[src/hdl/srit_pkg.sv]
// Shared types and constants for the segment versus clip rectangle test.
package srit_pkg;

  // Outcode bits, y axis pointing down
  localparam logic [3:0] OC_TOP        = 4'h8;
  localparam logic [3:0] OC_BOTTOM     = 4'h4;
  localparam logic [3:0] OC_LEFT       = 4'h2;
  localparam logic [3:0] OC_RIGHT      = 4'h1;
  localparam logic [3:0] OC_STRADDLE_X = 4'h3;
  localparam logic [3:0] OC_STRADDLE_Y = 4'hC;

  // Configuration register indexes
  localparam logic [1:0] REG_LEFT   = 2'd0;
  localparam logic [1:0] REG_TOP    = 2'd1;
  localparam logic [1:0] REG_RIGHT  = 2'd2;
  localparam logic [1:0] REG_BOTTOM = 2'd3;

  typedef enum logic [2:0] {
    RULE_SHARED       = 3'd0,
    RULE_INSIDE       = 3'd1,
    RULE_STRADDLE     = 3'd2,
    RULE_SLOPE_REJECT = 3'd3,
    RULE_SLOPE_ACCEPT = 3'd4
  } rule_t;

endpackage

[src/hdl/srit_outcode.sv]
// Four-bit outcode of one point against the clip rectangle.
module srit_outcode #(
  parameter int W = 16
) (
  input  logic signed [W-1:0] x,
  input  logic signed [W-1:0] y,
  input  logic signed [W-1:0] clip_left,
  input  logic signed [W-1:0] clip_top,
  input  logic signed [W-1:0] clip_right,
  input  logic signed [W-1:0] clip_bottom,
  output logic [3:0]          code
);
  import srit_pkg::*;

  // an inverted rectangle may set both bits of an axis
  always_comb begin
    code = 4'h0;
    if (y < clip_top)    code = code | OC_TOP;
    if (y > clip_bottom) code = code | OC_BOTTOM;
    if (x < clip_left)   code = code | OC_LEFT;
    if (x > clip_right)  code = code | OC_RIGHT;
  end
endmodule

[config.mk]
export PLATFORM = sky130hd
export DESIGN_NAME = srit_outcode
export DESIGN_NICKNAME = d
export VERILOG_FILES = /design/src/hdl/srit_pkg.sv /design/src/hdl/srit_outcode.sv
export SDC_FILE = /design/constraint.sdc
export NUM_CORES = 1
export LEC_CHECK = 0
export ABC_AREA = 1
export BUFFER_PORTS_ARGS = -buffer_cell sky130_fd_sc_hd__buf_2
export CORE_MARGIN = 5
export CORE_UTILIZATION = 51
export DETAILED_ROUTE_END_ITERATION = 16
export PLACE_DENSITY = 0.91
export SYNTH_ARGS = -nofsm -noshare
export SYNTH_HDL_FRONTEND = slang
export SYNTH_SLANG_ARGS = --single-unit
[constraint.sdc]
create_clock -name vclk -period 2.3
set_input_delay 0.46 -clock vclk [all_inputs]
set_output_delay 0.46 -clock vclk [all_outputs]
set_load 0.03 [all_outputs]
Word level (Yosys, flattened, before mapping)
Index checks and enable logic that the tools add are counted.
W data, S select, Z words.
- $lt $le $gt $ge: 4
- muxes and demuxes: 4
- operators by type and width (cell ; number):
    $gt A16 B16 Y1 ; 2
    $lt A16 B16 Y1 ; 2
    $mux W4 ; 1
    $mux W3 ; 1
    $mux W2 ; 1
    $mux W1 ; 1
- bits in registers: 0
- bits of input ports: 96
- logic and storage cells: 8

Logic depth before layout (Yosys ltp)
- word-level depth: 5
- mapped depth: 13

Worst setup path before layout
Ideal clock, no wire load.
- path kind: in2out
- start: input clip_bottom[15]
- end: output code[2]
- data arrival time: 1.672 ns
- data required time: 1.840 ns
- slack: 0.168 ns
- stages: 8
- buffers on the path: 0
- cell sequence: inv_1 ha_1 nand2_2 o21bai_1 nand2_1 a21oi_1 a21oi_1 nor2_1
- longest elaborated chain between the ends: 2
- RTL lines (element ; line ; RTL):
    from (decl) ; srit_outcode.sv:10 ; input logic signed [W-1:0] clip_bottom,
    $gt A16 B16 Y1 ; srit_outcode.sv:19 ; if (y > clip_bottom) code = code | OC_BOTTOM;
    $mux W3 ; srit_outcode.sv:19 ;
    to (decl) ; srit_outcode.sv:11 ; output logic [3:0] code
Every way passes these cells.

Final worst setup path
- start: input y[15]
- end: output code[2]
- longest elaborated chain between the ends: 2
- RTL lines (element ; line ; RTL):
    from (decl) ; srit_outcode.sv:6 ; input logic signed [W-1:0] y,
    $gt A16 B16 Y1 ; srit_outcode.sv:19 ;
    $mux W3 ; srit_outcode.sv:19 ;
Every way passes these cells.

==> impl_metrics.xml <==
<?xml version="1.0" encoding="UTF-8"?>
<metrics>
  <group name="floorplanning">
    <metric name="die_footprint" unit="µm²">4680</metric>
    <metric name="ios" unit="">100</metric>
    <metric name="initial_core_util" unit="%">52.6</metric>
    <metric name="width_of_the_die" unit="µm">68.4</metric>
    <metric name="std_cell_rows" unit="">21</metric>
    <metric name="dieHeight" unit="µm">68.4</metric>
    <metric name="placeableCoreArea" unit="µm²">3310</metric>
  </group>
  <group name="cts">
    <metric name="hold_buffers" unit="">0</metric>
    <metric name="post_cts.resized_instances" unit="">0</metric>
    <metric name="postCtsSetupBuffers" unit="">0</metric>
  </group>
  <group name="sta">
    <metric name="setup_violations" unit="">0</metric>
    <metric name="fin_crit" unit="ps">2170</metric>
    <metric name="fin_hold_ws" unit="ps">1470</metric>
    <metric name="maxClockFrequency" unit="GHz">0.460</metric>
    <metric name="fin_crit_sh" unit="%">94.5</metric>
    <metric name="maxSlewViolCount" unit="">0</metric>
    <metric name="slew_headroom" unit="%">83.9</metric>
    <metric name="unrepaired_setup_endpoints_after_global_routing" unit="">true</metric>
    <metric name="worst_pin_slew" unit="ps">240</metric>
    <metric name="hold_viol_final" unit="">0</metric>
  </group>
  <group name="routing">
    <metric name="met1Wirelength" unit="µm">1750</metric>
    <metric name="maxUsedRoutingLayer" unit="">met4</metric>
    <metric name="post_detailed_route_wirelength_per_cell" unit="µm">10.0</metric>
    <metric name="drc" unit="">0</metric>
    <metric name="post_drt_via_cell_ratio" unit="">4.62</metric>
    <metric name="drt_antenna_net_count" unit="">0</metric>
    <metric name="drt-initial-drc-count" unit="">41</metric>
    <metric name="met3RoutedLength" unit="µm">266</metric>
    <metric name="met2_length" unit="µm">2270</metric>
    <metric name="num_vias" unit="">2006</metric>
    <metric name="drt_wl_total" unit="µm">4350</metric>
    <metric name="drt_pass1_iterations" unit="">4</metric>
  </group>
  <group name="logic_synthesis">
    <metric name="synthesis.instances" unit="">288</metric>
    <metric name="syn-cell-area" unit="µm²">1740</metric>
    <metric name="synth_cell_types" unit="">17</metric>
    <metric name="synth.area.top_cells" unit="">sky130_fd_sc_hd__ha_1 45%, sky130_fd_sc_hd__inv_1 18%, sky130_fd_sc_hd__nand2_1 14%</metric>
    <metric name="avgSynthCellArea" unit="µm²">6.05</metric>
    <metric name="synth.cells.most_frequent" unit="">85 x sky130_fd_sc_hd__inv_1, 65 x sky130_fd_sc_hd__nand2_1, 62 x sky130_fd_sc_hd__ha_1, 18 x sky130_fd_sc_hd__a21oi_1, 17 x sky130_fd_sc_hd__nor2_1</metric>
    <metric name="synth_largest_type_area_fraction" unit="%">44.5</metric>
    <metric name="synth.most_common_cell" unit="">sky130_fd_sc_hd__inv_1</metric>
    <metric name="synth_seq_area_share" unit="%">0</metric>
    <metric name="yosys_warnings" unit="">0</metric>
    <metric name="number_of_nets_produced_by_synthesis" unit="">446</metric>
    <metric name="synth_top_cell_by_area" unit="">sky130_fd_sc_hd__ha_1</metric>
  </group>
  <group name="status">
    <metric name="status" unit="">finished clean</metric>
  </group>
  <group name="placed_design">
    <metric name="placed_cells_incl_taps" unit="">434</metric>
    <metric name="numPortBuffers" unit="">100</metric>
    <metric name="detailedPlacementHpwl" unit="µm">4010</metric>
    <metric name="gpl.final_weighted_congestion" unit="">0.838</metric>
  </group>
  <group name="power_and_ir_drop">
    <metric name="power.density" unit="nW/µm²">178</metric>
    <metric name="p_leak" unit="nW">1.69</metric>
    <metric name="design_power_total" unit="µW">422</metric>
    <metric name="worst_vdd_drop" unit="V">0.0000985</metric>
  </group>
  <group name="layout">
    <metric name="clock_buf_count" unit="">0</metric>
    <metric name="multi_input_logic_area" unit="µm²">1480</metric>
    <metric name="finalNetCount" unit="">548</metric>
    <metric name="finish.utilization" unit="%">71.7</metric>
    <metric name="finalNonFillerCells" unit="">434</metric>
    <metric name="seq_cells" unit="">0</metric>
    <metric name="layout-area-overhead-vs-synth" unit="%">36.4</metric>
    <metric name="post_route_cells_drive_above_1_share" unit="%">31.2</metric>
    <metric name="filler_cell_count" unit="">296</metric>
    <metric name="antenna-diode-count" unit="">0</metric>
    <metric name="regArea" unit="µm²">0</metric>
  </group>
  <group name="worst_setup_path">
    <metric name="critical-path-slowest-cell" unit="">sky130_fd_sc_hd__ha_1</metric>
    <metric name="cpPeakStageDelay" unit="ps">320</metric>
    <metric name="worst_ep_required_time" unit="ps">1840</metric>
    <metric name="crit_top_cell" unit="">sky130_fd_sc_hd__nand2_2</metric>
    <metric name="arr_time_crit_path" unit="ps">1710</metric>
    <metric name="start_kind" unit="">input port</metric>
    <metric name="cp-startpoint" unit="">y[15]</metric>
    <metric name="critical_path_cell_list" unit="">buf_2, ha_1, nand2_2, nor3_2, nand2_2, nand3_1, nand2_1, nor2_1, buf_4</metric>
    <metric name="critical_path.endpoint_type" unit="">output pin</metric>
    <metric name="path_class" unit="">in2out</metric>
    <metric name="critPathCapture" unit="">code[2]</metric>
    <metric name="critical_path.max_fanout" unit="">3</metric>
  </group>
  <group name="global_route">
    <metric name="grt_pass1_wl" unit="µm">6620</metric>
    <metric name="initial_antenna_violation_count" unit="">0</metric>
    <metric name="via_count_of_the_first_global_routing_pass" unit="">1877</metric>
    <metric name="grt.total_usage" unit="%">17.2</metric>
    <metric name="grt-ovfl-total" unit="">0</metric>
    <metric name="grt_start_max_net_pins" unit="">5</metric>
  </group>
  <group name="worst_hold_path">
    <metric name="min_path_type" unit="">in2out</metric>
  </group>
  <group name="job">
    <metric name="max_cap_violations" unit="">0</metric>
  </group>
</metrics>
## metrics by stage
step	area, µm²	setup TNS (ps)	setup slack [ps]
2_1_floorplan	1740	0	168
3_3_place_gp	2300	0	119
3_5_place_dp	2300	0	85.0
6_report	2370	0	127
5_1_grt	2370	-14.5	-14.5
4_1_cts	2300	0	86.3
## worst max-delay path: cells and delay by family
kind,cells,cell delay (ps)
and+or+nand+nor,6,660
buffers and inverters,2,270
adders and majority gates,1,320
## worst min-delay path by stage
stage	end	start	slack (ps)	cells after the start
6_report	code[1]	x[15]	1470	6
5_1_grt	code[1]	x[15]	1520	6
4_1_cts	code[3]	y[15]	1480	6
3_5_place_dp	code[3]	y[15]	1480	6
3_3_place_gp	code[3]	y[15]	1470	6
2_1_floorplan	code[2]	clip_bottom[0]	1280	4
## layer usage
metal | GRT usage, % | up-vias
li1 | - | 1099
met1 | 19.4 | 849
met2 | 34.8 | 50
met3 | 0.985 | 8
met4 | 2.73 | 0
met5 | 0 | -
## power breakdown
part	switching (mW)	internal, mW
Clock	0	0
Combinational	0.227	0.195
Sequential	0	0
Total	0.227	0.195
## layout by cell type (no fill, tap or decap), drive strengths merged
cell,Yosys,final
buf,0,99
inv,87,87
nand2,68,68
ha,62,62
a21oi,20,20
nor2,18,18
nand3,11,11
nor3,7,7
a21o,6,6
o21ai,4,4
nand4,3,3
o21bai,2,2
clkbuf,0,1
## cell families after synthesis
kind of cell,after synthesis,share of synthesized area (%)
AOI/OAI and AO/OA,32,10.8
adders and majority gates,62,44.5
and+or+nand+nor,107,25.9
buffers and inverters,87,18.8
## final cells by class
| class | instances | area share, % |
|---|---|---|
| repair buffers | 100 | 21.4 |
| inverters | 87 | 13.8 |
| multi-input cells | 201 | 62.4 |
| well taps | 46 | 2.42 |
(Power assumes the default switching activity.)
